**src/rtl/core/lspe_pkg.sv**
```systemverilog
// Shared types and constants for the line stipple pattern expander.
// No dependencies; every other file in rtl/core takes names from here.
package lspe_pkg;

  localparam int WORD_BITS   = 32;
  localparam int WORD_LIMIT  = 32;
  localparam int QUEUE_DEPTH = 2;

  localparam int BITS_W  = WORD_BITS;
  localparam int LEN_W   = 6;
  localparam int SCALE_W = 8;
  localparam int SLEN_W  = 13;
  localparam int IDX_W   = 6;
  localparam int COUNT_W = 7;
  localparam int TZ_W    = 4;
  localparam int POS_W   = $clog2(WORD_BITS);
  localparam int QPTR_W  = $clog2(QUEUE_DEPTH);

  localparam logic [BITS_W-1:0]  SOLID_WORD  = '1;
  localparam logic [LEN_W-1:0]   LEN_MAX     = LEN_W'(WORD_BITS);
  localparam logic [COUNT_W-1:0] COUNT_CAP   = COUNT_W'(WORD_LIMIT);
  // word count search: 32 = 2**5, so five trailing zeros of slen come free
  localparam logic [TZ_W-1:0]    WORD_SHIFT  = TZ_W'($clog2(WORD_BITS));

  // classified request handed from the front to the back
  typedef struct packed {
    logic [BITS_W-1:0]  pattern_bits;
    logic [LEN_W-1:0]   len;
    logic [SCALE_W-1:0] scale;
    logic [SLEN_W-1:0]  slen;
    logic [COUNT_W-1:0] count;
    logic               solid;
  } lspe_job_t;

endpackage

```
**src/rtl/core/lspe_req_if.sv**
```systemverilog
// Request channel: valid/ready handshake plus the stipple request fields.
// Depends on lspe_pkg for field widths.
interface lspe_req_if;
  logic                            valid;
  logic                            ready;
  logic [lspe_pkg::BITS_W-1:0]     pattern_bits;
  logic [lspe_pkg::LEN_W-1:0]      pattern_length;
  logic [lspe_pkg::SCALE_W-1:0]    scale_factor;

  modport source (output valid, pattern_bits, pattern_length, scale_factor, input ready);
  modport sink   (input valid, pattern_bits, pattern_length, scale_factor, output ready);
endinterface

```
**src/rtl/core/lspe_word_if.sv**
```systemverilog
// Result channel: valid/ready handshake plus one expanded pattern word.
// Depends on lspe_pkg for field widths.
interface lspe_word_if;
  logic                            valid;
  logic                            ready;
  logic [lspe_pkg::BITS_W-1:0]     pattern_word;
  logic [lspe_pkg::IDX_W-1:0]      word_index;
  logic [lspe_pkg::COUNT_W-1:0]    word_count;
  logic [lspe_pkg::SLEN_W-1:0]     scaled_length;
  logic                            last_word;

  modport source (output valid, pattern_word, word_index, word_count, scaled_length,
                  last_word, input ready);
  modport sink   (input valid, pattern_word, word_index, word_count, scaled_length,
                  last_word, output ready);
endinterface

```
**src/rtl/core/lspe_front.sv**
```systemverilog
// Front end: accepts a request, saturates length/scale, computes the scaled
// length and the word count (trailing-zero search). Uses lspe_pkg, lspe_req_if.
module lspe_front (
  input  logic                clk,
  input  logic                rst,
  lspe_req_if.sink            req,
  output logic                job_valid,
  input  logic                job_ready,
  output lspe_pkg::lspe_job_t job
);

  typedef enum logic [1:0] {F_IDLE, F_SEARCH, F_PUSH} state_t;

  state_t                         state;
  logic [lspe_pkg::SLEN_W-1:0]    odd;
  logic [lspe_pkg::TZ_W-1:0]      tz;

  logic [lspe_pkg::LEN_W-1:0]     len_sat;
  logic [lspe_pkg::SCALE_W-1:0]   scale_eff;
  logic [lspe_pkg::SLEN_W-1:0]    slen_calc;
  logic [2:0]                     extra_shift;
  logic [19:0]                    cnt_raw;
  logic [lspe_pkg::COUNT_W-1:0]   cnt_sat;

  always_comb begin
    len_sat   = (req.pattern_length > lspe_pkg::LEN_MAX) ? lspe_pkg::LEN_MAX
                                                         : req.pattern_length;
    scale_eff = (req.scale_factor == '0) ? lspe_pkg::SCALE_W'(1) : req.scale_factor;
    slen_calc = lspe_pkg::SLEN_W'(len_sat) * lspe_pkg::SLEN_W'(scale_eff);
    // least s with 32*s % slen == 0 is odd(slen) << max(0, tz - 5)
    extra_shift = (tz > lspe_pkg::WORD_SHIFT) ? 3'(tz - lspe_pkg::WORD_SHIFT) : 3'd0;
    cnt_raw     = 20'(odd) << extra_shift;
    cnt_sat     = (cnt_raw > 20'(lspe_pkg::COUNT_CAP)) ? lspe_pkg::COUNT_CAP
                                                       : cnt_raw[lspe_pkg::COUNT_W-1:0];
  end

  assign req.ready = (state == F_IDLE);
  assign job_valid = (state == F_PUSH);

  always_ff @(posedge clk) begin
    if (rst) begin
      state <= F_IDLE;
    end else begin
      case (state)
        F_IDLE: begin
          if (req.valid) begin
            job.pattern_bits <= req.pattern_bits;
            job.len          <= len_sat;
            job.scale        <= scale_eff;
            odd              <= slen_calc;
            tz               <= '0;
            if (len_sat == '0) begin
              job.solid <= 1'b1;
              job.slen  <= '0;
              job.count <= lspe_pkg::COUNT_W'(1);
              state     <= F_PUSH;
            end else begin
              job.solid <= 1'b0;
              job.slen  <= slen_calc;
              state     <= F_SEARCH;
            end
          end
        end
        F_SEARCH: begin
          if (!odd[0]) begin
            odd <= odd >> 1;
            tz  <= tz + lspe_pkg::TZ_W'(1);
          end else begin
            job.count <= cnt_sat;
            state     <= F_PUSH;
          end
        end
        F_PUSH: begin
          if (job_ready) begin
            state <= F_IDLE;
          end
        end
        default: state <= F_IDLE;
      endcase
    end
  end

endmodule

```
**src/rtl/core/lspe_queue.sv**
```systemverilog
// Short job queue between front and back so each side stalls on its own.
// Uses lspe_pkg (lspe_job_t, QUEUE_DEPTH).
module lspe_queue (
  input  logic                clk,
  input  logic                rst,
  input  logic                push_valid,
  output logic                push_ready,
  input  lspe_pkg::lspe_job_t push_job,
  output logic                pop_valid,
  input  logic                pop_ready,
  output lspe_pkg::lspe_job_t pop_job
);

  lspe_pkg::lspe_job_t           entries [lspe_pkg::QUEUE_DEPTH];
  logic [lspe_pkg::QPTR_W-1:0]   wr_ptr;
  logic [lspe_pkg::QPTR_W-1:0]   rd_ptr;
  logic [lspe_pkg::QPTR_W:0]     fill;
  logic                          do_push;
  logic                          do_pop;

  assign push_ready = (fill != (lspe_pkg::QPTR_W+1)'(lspe_pkg::QUEUE_DEPTH));
  assign pop_valid  = (fill != '0);
  assign pop_job    = entries[rd_ptr];
  assign do_push    = push_valid && push_ready;
  assign do_pop     = pop_valid && pop_ready;

  always_ff @(posedge clk) begin
    if (do_push) begin
      entries[wr_ptr] <= push_job;
    end
  end

  always_ff @(posedge clk) begin
    if (rst) begin
      wr_ptr <= '0;
      rd_ptr <= '0;
      fill   <= '0;
    end else begin
      if (do_push) begin
        wr_ptr <= (wr_ptr == lspe_pkg::QPTR_W'(lspe_pkg::QUEUE_DEPTH - 1)) ? '0
                                                                           : wr_ptr + 1'b1;
      end
      if (do_pop) begin
        rd_ptr <= (rd_ptr == lspe_pkg::QPTR_W'(lspe_pkg::QUEUE_DEPTH - 1)) ? '0
                                                                           : rd_ptr + 1'b1;
      end
      if (do_push && !do_pop) begin
        fill <= fill + 1'b1;
      end else if (do_pop && !do_push) begin
        fill <= fill - 1'b1;
      end
    end
  end

endmodule

```
**src/rtl/core/lspe_back.sv**
```systemverilog
// Back end: bit-serial expansion of one job into pattern words, one sub-pixel
// per cycle unless the output register is full at a word end. Uses lspe_pkg, lspe_word_if.
module lspe_back (
  input  logic                clk,
  input  logic                rst,
  input  logic                job_valid,
  output logic                job_ready,
  input  lspe_pkg::lspe_job_t job,
  lspe_word_if.source         rsp
);

  typedef enum logic {B_IDLE, B_RUN} state_t;

  state_t                          state;
  lspe_pkg::lspe_job_t             cur;
  logic [lspe_pkg::POS_W-1:0]      pos;
  logic [lspe_pkg::SCALE_W-1:0]    sub;
  logic [lspe_pkg::POS_W-1:0]      bit_idx;
  logic [lspe_pkg::IDX_W-1:0]      idx;
  logic [lspe_pkg::BITS_W-1:0]     acc;

  logic                            out_valid;
  logic [lspe_pkg::BITS_W-1:0]     out_word;
  logic [lspe_pkg::IDX_W-1:0]      out_idx;
  logic [lspe_pkg::COUNT_W-1:0]    out_count;
  logic [lspe_pkg::SLEN_W-1:0]     out_slen;
  logic                            out_last;

  logic [lspe_pkg::POS_W:0]        pos_inc;
  logic [lspe_pkg::POS_W-1:0]      nxt_pos;
  logic                            px;
  logic                            word_end;
  logic                            is_last;
  logic                            step;
  logic                            sub_wrap;

  always_comb begin
    pos_inc  = {1'b0, pos} + 1'b1;
    nxt_pos  = (pos_inc == cur.len) ? '0 : pos_inc[lspe_pkg::POS_W-1:0];
    // set pixel stays set into a set neighbor, else only its first sub-pixel
    px       = cur.solid || (cur.pattern_bits[pos] &&
                             (cur.pattern_bits[nxt_pos] || (sub == '0)));
    word_end = (bit_idx == lspe_pkg::POS_W'(lspe_pkg::WORD_BITS - 1));
    is_last  = ({1'b0, idx} + 1'b1) == cur.count;
    step     = (state == B_RUN) && !(word_end && out_valid && !rsp.ready);
    sub_wrap = ({1'b0, sub} + 1'b1) == {1'b0, cur.scale};
  end

  assign job_ready         = (state == B_IDLE);
  assign rsp.valid         = out_valid;
  assign rsp.pattern_word  = out_word;
  assign rsp.word_index    = out_idx;
  assign rsp.word_count    = out_count;
  assign rsp.scaled_length = out_slen;
  assign rsp.last_word     = out_last;

  always_ff @(posedge clk) begin
    if (rst) begin
      state     <= B_IDLE;
      out_valid <= 1'b0;
    end else begin
      // a finished word refills the register, else a taken word empties it
      if (step && word_end) begin
        out_valid <= 1'b1;
      end else if (rsp.ready) begin
        out_valid <= 1'b0;
      end
      case (state)
        B_IDLE: begin
          if (job_valid) begin
            cur     <= job;
            pos     <= '0;
            sub     <= '0;
            bit_idx <= '0;
            idx     <= '0;
            state   <= B_RUN;
          end
        end
        B_RUN: begin
          if (step) begin
            acc[bit_idx] <= px;
            bit_idx      <= bit_idx + 1'b1;
            if (sub_wrap) begin
              sub <= '0;
              pos <= nxt_pos;
            end else begin
              sub <= sub + 1'b1;
            end
            if (word_end) begin
              out_word  <= {px, acc[lspe_pkg::BITS_W-2:0]};
              out_idx   <= idx;
              out_count <= cur.count;
              out_slen  <= cur.slen;
              out_last  <= is_last;
              idx       <= idx + 1'b1;
              if (is_last) begin
                state <= B_IDLE;
              end
            end
          end
        end
        default: state <= B_IDLE;
      endcase
    end
  end

endmodule

```
**src/rtl/core/line_stipple_pattern_expander_core.sv**
```systemverilog
// Line stipple pattern expander, top level. Instantiates lspe_front,
// lspe_queue and lspe_back; uses lspe_pkg, lspe_req_if and lspe_word_if.
//
// Each request transaction (pattern bits, length, scale) yields a run of
// 32-bit expanded pattern words, one result transaction per word, ending with
// last_word set. Length is clamped to 32, scale 0 acts as 1, and length 0
// gives a single all-ones word with scaled_length 0. The word count is the
// smallest s with 32*s a multiple of length*scale, capped at 32 words.
// Flow: the front end accepts a request, strips one trailing zero of the
// scaled length per search step (at most 12), settles the word count and
// hands the job over (a solid pattern goes straight to the hand-over); the
// hand-over waits while the job queue is full. The back end loads a job and
// then builds its words bit-serially, one sub-pixel per cycle. The two-entry
// job queue lets the front end classify the next requests while the back
// end is still expanding, and the output register lets expansion run on
// while the last finished word waits for the sink; expansion pauses only when
// a new word is complete and the previous one has still not been taken.
module line_stipple_pattern_expander_core (
  input  logic        clk,
  input  logic        rst,
  lspe_req_if.sink    req,
  lspe_word_if.source rsp
);

  // front -> queue
  logic                f2q_valid;
  logic                f2q_ready;
  lspe_pkg::lspe_job_t f2q_job;
  // queue -> back
  logic                q2b_valid;
  logic                q2b_ready;
  lspe_pkg::lspe_job_t q2b_job;

  lspe_front u_front (
    .clk       (clk),
    .rst       (rst),
    .req       (req),
    .job_valid (f2q_valid),
    .job_ready (f2q_ready),
    .job       (f2q_job)
  );

  lspe_queue u_queue (
    .clk        (clk),
    .rst        (rst),
    .push_valid (f2q_valid),
    .push_ready (f2q_ready),
    .push_job   (f2q_job),
    .pop_valid  (q2b_valid),
    .pop_ready  (q2b_ready),
    .pop_job    (q2b_job)
  );

  lspe_back u_back (
    .clk       (clk),
    .rst       (rst),
    .job_valid (q2b_valid),
    .job_ready (q2b_ready),
    .job       (q2b_job),
    .rsp       (rsp)
  );

  // word count out of the search always lands in 1..COUNT_CAP
  a_count_range: assert property (@(posedge clk) disable iff (rst)
    rsp.valid |-> (rsp.word_count != '0) && (rsp.word_count <= lspe_pkg::COUNT_CAP))
    else $error("word_count out of range");

  // last flag marks exactly the final index of the run
  a_last_index: assert property (@(posedge clk) disable iff (rst)
    rsp.valid |-> (rsp.last_word ==
                   (({1'b0, rsp.word_index} + 1'b1) == rsp.word_count)))
    else $error("last_word disagrees with word_index/word_count");

  // a solid request is a single all-ones word
  a_solid_word: assert property (@(posedge clk) disable iff (rst)
    (rsp.valid && (rsp.scaled_length == '0)) |->
      (rsp.pattern_word == lspe_pkg::SOLID_WORD) && (rsp.word_count == 7'd1))
    else $error("solid pattern word malformed");

  // classified job for a nonzero length carries a nonzero scaled length
  a_job_slen: assert property (@(posedge clk) disable iff (rst)
    (f2q_valid && !f2q_job.solid) |-> (f2q_job.slen != '0))
    else $error("non-solid job with zero scaled length");

endmodule

```
**src/flat_wrapper.sv**
```systemverilog
// flat-port wrapper written by rule: the top's interface ports become plain ports
module line_stipple_pattern_expander_core_flat 
  (clk, rst, req_valid, req_pattern_bits, req_pattern_length, req_scale_factor, req_ready, rsp_valid, rsp_pattern_word, rsp_word_index, rsp_word_count, rsp_scaled_length, rsp_last_word, rsp_ready);
  lspe_req_if req_i ();
  lspe_word_if rsp_i ();
  input  logic clk;
  input  logic rst;
  input wire logic [$bits(req_i.valid)-1:0] req_valid;
  input wire logic [$bits(req_i.pattern_bits)-1:0] req_pattern_bits;
  input wire logic [$bits(req_i.pattern_length)-1:0] req_pattern_length;
  input wire logic [$bits(req_i.scale_factor)-1:0] req_scale_factor;
  output wire logic [$bits(req_i.ready)-1:0] req_ready;
  output wire logic [$bits(rsp_i.valid)-1:0] rsp_valid;
  output wire logic [$bits(rsp_i.pattern_word)-1:0] rsp_pattern_word;
  output wire logic [$bits(rsp_i.word_index)-1:0] rsp_word_index;
  output wire logic [$bits(rsp_i.word_count)-1:0] rsp_word_count;
  output wire logic [$bits(rsp_i.scaled_length)-1:0] rsp_scaled_length;
  output wire logic [$bits(rsp_i.last_word)-1:0] rsp_last_word;
  input wire logic [$bits(rsp_i.ready)-1:0] rsp_ready;
  assign req_i.valid = req_valid;
  assign req_i.pattern_bits = req_pattern_bits;
  assign req_i.pattern_length = req_pattern_length;
  assign req_i.scale_factor = req_scale_factor;
  assign req_ready = req_i.ready;
  assign rsp_valid = rsp_i.valid;
  assign rsp_pattern_word = rsp_i.pattern_word;
  assign rsp_word_index = rsp_i.word_index;
  assign rsp_word_count = rsp_i.word_count;
  assign rsp_scaled_length = rsp_i.scaled_length;
  assign rsp_last_word = rsp_i.last_word;
  assign rsp_i.ready = rsp_ready;
  line_stipple_pattern_expander_core u_core (.clk(clk), .rst(rst), .req(req_i), .rsp(rsp_i));
endmodule
```
**config.mk**
```make
export PLATFORM = sky130hd
export DESIGN_NAME = line_stipple_pattern_expander_core_flat
export DESIGN_NICKNAME = d
export VERILOG_FILES = /design/src/rtl/core/lspe_pkg.sv /design/src/rtl/core/lspe_req_if.sv /design/src/rtl/core/lspe_word_if.sv /design/src/rtl/core/lspe_front.sv /design/src/rtl/core/lspe_queue.sv /design/src/rtl/core/lspe_back.sv /design/src/rtl/core/line_stipple_pattern_expander_core.sv /design/src/flat_wrapper.sv
export SDC_FILE = /design/constraint.sdc
export NUM_CORES = 1
export LEC_CHECK = 0
export ABC_AREA = 1
export BUFFER_PORTS_ARGS = -buffer_cell sky130_fd_sc_hd__buf_2
export CAP_MARGIN = 40
export CORE_ASPECT_RATIO = 0.9
export CORE_UTILIZATION = 25
export CTS_CLUSTER_DIAMETER = 50
export DETAILED_ROUTE_END_ITERATION = 12
export HOLD_SLACK_MARGIN = 0.03
export PLACE_DENSITY_LB_ADDON = 0.25
export SYNTH_ARGS = -nofsm -noshare
export SYNTH_HDL_FRONTEND = slang
export SYNTH_SLANG_ARGS = --single-unit
```
**constraint.sdc**
```tcl
create_clock -name clk -period 12 [get_ports clk]
set_clock_uncertainty 0.05 [all_clocks]
set_input_delay 1.2 -clock clk [delete_from_list [all_inputs] [get_ports clk]]
set_output_delay 1.2 -clock clk [all_outputs]
set_load 0.005 [all_outputs]
```
==> results.txt, run 1 <==
Seq/Total Area, Yosys: 71.1%
Antenna diodes: 0
Lkg Pwr: 7.92 nW
die width: 277 um
Largest delay share family, worst path: adder cells
hold buffer count at cts: 0
wire per inst: 14.3 um
post-synthesis register bit count: 407
Routability Congestion: 0.845
endpoints failing hold: 0
Boundary Pins: 111
Yosys cell types: 49
final core utilization: 30.7%
Worst-path clk slew: 0.06 ns
Min Hold Slack: 0.367 ns
Final period util: 42.8%
pwr dens: 210 mW/mm^2
gr usage total: 10.2%
Synth area leader: edfxtp_1
synthesized area: 0.0171 mm^2
die height: 250 um
CTS tree: built
HPWL after detailed placement: 23.2 mm
dominant cells by area after synthesis: edfxtp_1, nand2_1, nor2_1, inv_1, fa_1
Worst Setup Start Kind: input pin
quantity of I/O buffers inserted on ports: 110
slowest CP cell: fa_1
mean post-synth cell area: 12.5 um^2
share of layout cells above drive strength 1: 16.3%
Sinks on Clock Net: 407
first-pass GRT wire length: 55.8 mm
Layout Nets: 1614
area grow syn2layout: 20.9%
syn nets: 1472
FP Rows: 90
vias post-DR: 9950
most common cell after layout, fill and taps aside: edfxtp_1
Warnings, synthesis: 0
total grt overflow: 0
pin count of the biggest net entering global routing: 49
worst-path fanout max: 6
total power: 4.33 mW
Syn Inst Count: 1364
vias in the first global route: 10200
relative slew slack: 45.0%
min cycle time layout: 5.13 ns
# H-tree levels: 2
initial antenna violation count: 0
Fmax: 195 MHz
Worst-Skew Late Latency: 0.60 ns
TritonRoute pass-1 iters: 5
routed vias/inst: 4.11
DIE AREA: 0.0693 mm^2
most frequent cells in the layout: edfxtp_1, nand2_1, nor2_1, inv_1, buf_2
Final ANT Viol Nets: 0
share of the synthesized area in the top cell type: 70.2%
max incr delay on CP: 0.55 ns
CP bufs+invs: 4
data required time of the worst path: 12.26 ns
worst-margin pin slew: 0.824 ns
leading register cell type out of synthesis: edfxtp_1
TNS Setup: 0 ns
post_cts resized: 0
Final Max Slew Viols: 0
Final setup viols: 0
IR Drop Worst-Case VDD: 106 uV
# Max-Cap Violations: 0
critical path class: in -> reg
CP Capture Type: flop
initial DRC count: 615
Post-synth EDFFs: 399
Num CTS Buffers: 54
Hold Crit Class: reg -> reg
CTS Buffer Depth: 3
Post-CTS Setup Bufs: 0
total core area: 0.0672 mm^2
final wirelength: 34.5 mm
worst path cell trace: buf_2 -> inv_1 -> nand4_1 -> nor4_1 -> nor2_1 -> inv_1 -> nand2_1 -> fa_1 -> fa_1 -> fa_1 -> inv_1 -> ha_1 -> a21oi_1 -> nand2_1 -> a21oi_1 -> nor2_1 -> nor2_1 -> o31ai_1 -> nand2_1 -> nand2_1 -> a21oi_1 -> xor2_1 -> nor2_1
Root Driver: clkbuf_16
Initial Utilization: 25.4%
DR DRC count: 0
Worst EP arrival: 5.39 ns
Async S/R FF share, synth: 0%
status: completed
unrepaired setup endpoints after global routing: no
## path summary, 6_finish.rpt
check / from / to / slack, ns / depth (start not counted)
max: req_scale_factor[3] / u_core.u_front.odd[12]$_DFFE_PP_ / 6.87 / 23
min: u_core.u_back.cur[9]$_DFFE_PP_ / u_core.u_back.rsp.scaled_length[1]$_DFFE_PP_ / 0.37 / 0
max reg2reg: u_core.u_back.pos[1]$_SDFFCE_PN0P_ / u_core.u_back.acc[15]$_DFFE_PP_ / 8.59 / 18
min reg2reg: u_core.u_back.cur[9]$_DFFE_PP_ / u_core.u_back.rsp.scaled_length[1]$_DFFE_PP_ / 0.37 / 0
## cell type report
type                    instances  area (um^2)
clock inverters                39          517
multi-input cells             764         4210
well taps                     874         1090
clock buffers                  59         1370
repair buffers                126          732
flip-flops and latches        407        12100
inverters                     153          574
fillers                      6719        46600
## where the power goes
group          total, mW  switching [mW]  internal, mW
logic              0.777           0.525         0.252
registers           1.90           0.101          1.80
clock network       1.66           0.638          1.02
## cell families (layout without fill, tap and decap cells)
group	count (synthesis)	count (layout)	share of synthesized area (%)
fa+ha+maj	58	58	5.31
simple gates	566	566	13.7
other cells	1	1	0.0220
compound gates	107	107	3.71
xor+xnor	32	32	1.64
flops	407	407	71.1
buf+inv	193	377	4.45
## synthesized netlist by cell type, types with 9 or more instances
library cell	number
clkbuf_1	32
xnor2_1	11
o22ai_1	10
o21ai_0	30
inv_1	144
nand3_1	52
o21ai_1	10
nor3_1	9
fa_1	24
ha_1	34
edfxtp_1	399
nand2_1	312
xor2_1	21
nor2_1	154
a21oi_1	31
## sequential cells by signal (all words and copies together), names as in the netlist, 7 cells and up
name	cells
u_core.u_back.acc	31
u_core.u_back.rsp.word_count	7
u_core.u_front.job	67
u_core.u_back.cur	67
u_core.u_front.odd	13
u_core.u_back.sub	8
u_core.u_queue.entries	134
u_core.u_back.rsp.pattern_word	32
u_core.u_back.rsp.scaled_length	13
## metrics by stage
step | instances | area [um^2] | setup slack [ns]
6_report | 2422 | 20600 | 6.87
5_1_grt | 2422 | 20600 | 6.52
4_1_cts | 2422 | 20600 | 6.93
3_5_place_dp | 2324 | 18700 | 6.30
3_3_place_gp | 2319 | 18700 | 6.42
2_1_floorplan | 1364 | 17100 | 5.87
## metal layers
layer	part of all wire, %	GRT usage, %	up-vias
met4	2.5	3.78	0
li1	-	-	4930
met3	3.9	1.83	55
met2	47	16.9	175
met5	0	0	-
met1	46	13.1	4790
Note: power is estimated with default switching activity, not from simulation.
==> inputs of run 2 (changes only) <==
- clock period: 12 -> 4.45 ns (I/O delays scaled with it)
==> run 2 against run 1 <==
Against the previous run:
- worst hold slack got worse by 0.22 ns
- power increased to 2.5 times the previous value
- largest cell class unchanged
- critical path depth unchanged
- die area unchanged
- cell area increased by 1.3%
- non-clock buffer count increased by 70
- utilization increased by 0.39 points
- register-to-register slack got worse by 7.6 ns
- global-route usage increased by 0.32 points
- via count increased by 2.1%
==> results.txt, run 2 (synthesis results as in run 1) <==
endpoints failing hold: 0
Boundary Pins: 111
Worst-path clk slew: 0.06 ns
Hold Path Origin: req_scale_factor[4]
DIE AREA: 0.0693 mm^2
biggest regs: u_core.u_queue.entries (134), u_core.u_back.cur (67), u_core.u_front.job (67)
initial DRC count: 518
vias in the first global route: 10600
most common cell after layout, fill and taps aside: edfxtp_1
gr usage total: 10.5%
TNS Setup: 0 ns
TritonRoute pass-1 iters: 5
max reg flops: 134
# H-tree levels: 2
min cycle time layout: 4.09 ns
DR DRC count: 0
Hold Crit Class: in -> reg
most frequent cells in the layout: edfxtp_1, nand2_1, nor2_1, inv_1, buf_2
routed vias/inst: 4.09
Place WS: -0.246 ns
Root Driver: clkbuf_16
status: completed
total power: 11.0 mW
critical path class: in -> reg
Final setup viols: 0
worst-path fanout max: 4
quantity of I/O buffers inserted on ports: 110
Sinks on Clock Net: 407
# Max-Cap Violations: 0
final worst slack: 0.363 ns
Worst-Skew Late Latency: 0.57 ns
first-pass GRT wire length: 57.5 mm
Worst EP arrival: 4.33 ns
HPWL after detailed placement: 23.8 mm
initial antenna violation count: 0
Num CTS Buffers: 48
wire per inst: 14.3 um
WHS Path Cells: 2
R2R setup slack: 0.96 ns
Final Max Slew Viols: 0
pin count of the biggest net entering global routing: 68
largest reg by FF count: u_core.u_queue.entries
worst-margin pin slew: 0.825 ns
Lkg Pwr: 8.06 nW
total core area: 0.0672 mm^2
r2r startpoint: u_core.u_back.pos[1]$_SDFFCE_PN0P_
relative slew slack: 44.9%
post_cts resized: 0
data required time of the worst path: 4.69 ns
Worst Setup Start Kind: input pin
Placed Area: 0.0191 mm^2
final wirelength: 35.5 mm
Hold Path End: u_core.u_front.job[25]$_DFFE_PP_
Post-CTS Setup Bufs: 0
share of layout cells above drive strength 1: 17.1%
vias post-DR: 10200
area grow syn2layout: 22.4%
Layout Nets: 1678
Fillers: 6753
Initial Utilization: 25.4%
Antenna diodes: 0
worst r2r path cells: 18
IR Drop Worst-Case VDD: 254 uV
hold buffer count at cts: 32
Finished Cell Area: 0.0209 mm^2
Routability Congestion: 0.850
CP Capture Type: flop
CTS tree: built
die height: 250 um
Final period util: 91.8%
die width: 277 um
Fmax: 245 MHz
pwr dens: 525 mW/mm^2
unrepaired setup endpoints after global routing: no
Final ANT Viol Nets: 0
total grt overflow: 0
FP Rows: 90
CTS Buffer Depth: 3
final core utilization: 31.1%
RR Endpoint: u_core.u_back.acc[23]$_DFFE_PP_
[run 2: layout make-up]
cell class / instances / area (um^2) / share of cell area, %
clock buffers: 58 / 1260 / 6.03
clock inverters: 32 / 248 / 1.19
inverters: 153 / 574 / 2.75
multi-input cells: 764 / 4220 / 20.2
flip-flops and latches: 407 / 12100 / 58.1
well taps: 874 / 1090 / 5.23
repair buffers: 196 / 1360 / 6.52
[run 2: how the worst max path moves through the flow]
stage,depth (start not counted),start,slack (ns),endpoint
5_1_grt,22,req_pattern_length[1],0.06,u_core.u_front.odd[11]$_DFFE_PP_
3_3_place_gp,23,req_scale_factor[4],-0.19,u_core.u_front.odd[12]$_DFFE_PP_
2_1_floorplan,22,req_scale_factor[4],0.04,u_core.u_front.odd[12]$_DFFE_PP_
3_5_place_dp,23,req_scale_factor[4],-0.25,u_core.u_front.odd[12]$_DFFE_PP_
4_1_cts,23,req_scale_factor[4],0.37,u_core.u_front.odd[12]$_DFFE_PP_
6_report,23,req_scale_factor[4],0.36,u_core.u_front.odd[12]$_DFFE_PP_
[run 2: where the power goes]
part / switching (mW) / internal, mW
sequential: 0.284 / 4.85
combinational: 1.43 / 0.713
clock: 1.54 / 2.15
total: 3.26 / 7.71
[run 2: critical path, stage by stage]
cell and delay (ns):
buf_2 0.11, inv_1 0.07, nand4_1 0.10, nor4_1 0.19
nor2_1 0.10, inv_1 0.08, nand2_1 0.07, fa_1 0.52
fa_1 0.52, fa_1 0.55, inv_1 0.05, ha_1 0.33
a21oi_1 0.17, nand2_1 0.09, a21oi_1 0.13, nor2_1 0.05
nor2_1 0.14, o31ai_1 0.11, nand2_1 0.07, nand2_1 0.05
a21oi_1 0.15, xor2_1 0.19, nor2_1 0.05
[run 2: through the flow]
step	instances	hold WS [ns]
after floorplan	1364	0.350
after global placement	2357	0.358
after detailed placement	2362	0.355
after CTS	2484	0.108
after global routing	2484	0.122
final	2484	0.145
[run 2: metal layers]
metal,global-route usage [%],part of all wire [%],vias to the layer above
li1,-,-,5051
met1,13.3,46,4867
met2,17.7,47,178
met3,2.13,4.0,61
met4,3.71,2.7,0
met5,0,0,-
==> inputs of run 3 (changes only) <==
- CORE_UTILIZATION: 25 -> 45
==> run 3 against run 2 <==
Against the previous run:
- final cell count shrank 16%
- non-clock buffer count shrank 1
- sequential share of layout area grew 1.7 points
- clock power shrank 3%
- wire length shrank 9.1%
- sequential power is essentially flat
- utilization grew 23 points
- critical endpoint unchanged
- largest power group unchanged
- highest routed layer unchanged
==> results.txt, run 3 (synthesis results as in run 1) <==
IR Drop Worst-Case VDD: 264 uV
vias in the first global route: 10300
met2 usage: 28.8%
most common cell after layout, fill and taps aside: edfxtp_1
CTS tree: built
initial antenna violation count: 0
CTS Buffer Depth: 3
largest reg by FF count: u_core.u_queue.entries
TNS Setup: 0 ns
total grt overflow: 0
most frequent cells in the layout: edfxtp_1, nand2_1, nor2_1, inv_1, buf_2
Fillers: 3082
status: completed
Final setup viols: 0
Boundary Pins: 111
pwr dens: 532 mW/mm^2
Lkg Pwr: 8.01 nW
multi-input gate area in the final layout: 0.00422 mm^2
worst r2r path cells: 18
final wirelength: 32.3 mm
Antenna diodes: 0
Worst EP arrival: 4.33 ns
routing usage on met1: 23.3%
HPWL after detailed placement: 21.3 mm
Final period util: 92.5%
R2R setup slack: 1.00 ns
RR Endpoint: u_core.u_back.acc[25]$_DFFE_PP_
Final Max Slew Viols: 0
pin count of the biggest net entering global routing: 69
area grow syn2layout: 18.9%
max reg flops: 134
biggest regs: u_core.u_queue.entries (134), u_core.u_back.cur (67), u_core.u_front.job (67)
FP Rows: 67
critical path class: in -> reg
endpoints failing hold: 0
Layout Nets: 1672
non-filler instance count after layout: 2082
min cycle time layout: 4.11 ns
Initial Utilization: 45.8%
final core utilization: 54.4%
Worst Setup Start Kind: input pin
Sinks on Clock Net: 407
FF+latch area: 0.0121 mm^2
vias post-DR: 10200
worst-path fanout max: 4
TritonRoute pass-1 iters: 6
Crit. Startpoint: req_scale_factor[2]
r2r startpoint: u_core.u_back.pos[0]$_SDFFCE_PN0P_
Routability Congestion: 0.889
DIE AREA: 0.0387 mm^2
share of layout cells above drive strength 1: 17.4%
worst setup path endpoint: u_core.u_front.odd[12]$_DFFE_PP_
Num CTS Buffers: 43
dpl cells: 1975
Root Driver: clkbuf_16
gr usage total: 17.2%
Fmax: 243 MHz
# H-tree levels: 2
quantity of I/O buffers inserted on ports: 110
data required time of the worst path: 4.66 ns
die width: 207 um
total core area: 0.0373 mm^2
CP Capture Type: flop
die height: 187 um
first-pass GRT wire length: 53.4 mm
Hold Crit Class: in -> reg
Worst-Skew Late Latency: 0.54 ns
total power: 10.8 mW
met3 usage: 2.76%
initial DRC count: 617
# Max-Cap Violations: 0
relative slew slack: 43.8%
Worst-path clk slew: 0.06 ns
wire per inst: 15.5 um
Post-CTS Setup Bufs: 0
DR DRC count: 0
gr busiest metal: met2
Final ANT Viol Nets: 0
routed vias/inst: 4.92
worst-margin pin slew: 0.844 ns
run 3: cell count changes in the layout (fill, tap and decap cells not counted), moves of 3 or more:
cell,before,now
clkbuf_16,49,43
clkinv_2,10,6
dlygate4sd3_1,32,27
clkinv_1,9,6
buf_4,46,53
bufinv_16,2,5
buf_12,3,0
clkinv_4,1,6
clkbuf_1,9,5
run 3: worst min path at each step:
| stage | cells past startpoint | startpoint | end | slack, ns |
|---|---|---|---|---|
| after floorplan | 0 | u_core.u_back.acc[0]$_DFFE_PP_ | u_core.u_back.rsp.pattern_word[0]$_DFFE_PP_ | 0.35 |
| after global placement | 0 | u_core.u_back.acc[28]$_DFFE_PP_ | u_core.u_back.rsp.pattern_word[28]$_DFFE_PP_ | 0.35 |
| after detailed placement | 0 | u_core.u_back.acc[10]$_DFFE_PP_ | u_core.u_back.rsp.pattern_word[10]$_DFFE_PP_ | 0.35 |
| after CTS | 1 | req_pattern_bits[17] | u_core.u_front.job[52]$_DFFE_PP_ | 0.04 |
| after global routing | 1 | req_pattern_bits[11] | u_core.u_front.job[46]$_DFFE_PP_ | 0.04 |
| final | 1 | req_pattern_bits[11] | u_core.u_front.job[46]$_DFFE_PP_ | 0.05 |
run 3: cell type report:
cell class / count / area share (%)
clock buffer: 48 / 5.40
sequential: 407 / 59.8
inverter: 153 / 2.83
multi-input combinational: 764 / 20.8
timing repair buffer: 195 / 6.49
clock inverter: 32 / 1.66
tap: 483 / 2.98
run 3: worst max-delay path, cell delays in order:
cell and delay (ns):
buf_2 0.11, inv_1 0.07, nand4_1 0.09, nor4_1 0.18, nor2_1 0.11, inv_1 0.09
nand2_1 0.07, fa_1 0.52, fa_1 0.52, fa_1 0.54, inv_1 0.04, ha_1 0.33
a21oi_1 0.15, nand2_1 0.07, a21oi_1 0.13, nor2_1 0.06, nor2_1 0.14, o31ai_1 0.11
nand2_1 0.07, nand2_1 0.04, a21oi_1 0.15, xor2_1 0.20, nor2_1 0.07
run 3: metrics by stage:
step	hold WS, ns	setup slack, ns	cell area (um^2)
final	0.0457	0.335	20300
after global routing	0.0373	-0.00677	20300
after CTS	0.0355	0.304	20300
after detailed placement	0.355	-0.270	18600
after global placement	0.351	-0.0826	18500
after floorplan	0.350	0.0401	17100
run 3: what timing repair did:
action	4_1_cts	5_1_grt
resized for setup	0	1
hold buffers	27	0
endpoints found under the hold margin	27	0
setup endpoints to repair	0	2
run 3: report_power, final:
part	switching [mW]	leakage [nW]	total (mW)	internal (mW)
combinational	1.40	3.60	2.10	0.700
clock	1.48	0.692	3.58	2.10
sequential	0.287	3.73	5.13	4.84
total	3.17	8.01	10.8	7.64
run 3: per-layer routing:
metal  part of all wire, %  up-vias
li1                      -     5046
met1                    46     4898
met2                    48      245
met3                   4.6       53
met4                   1.9        0
met5                     0        -
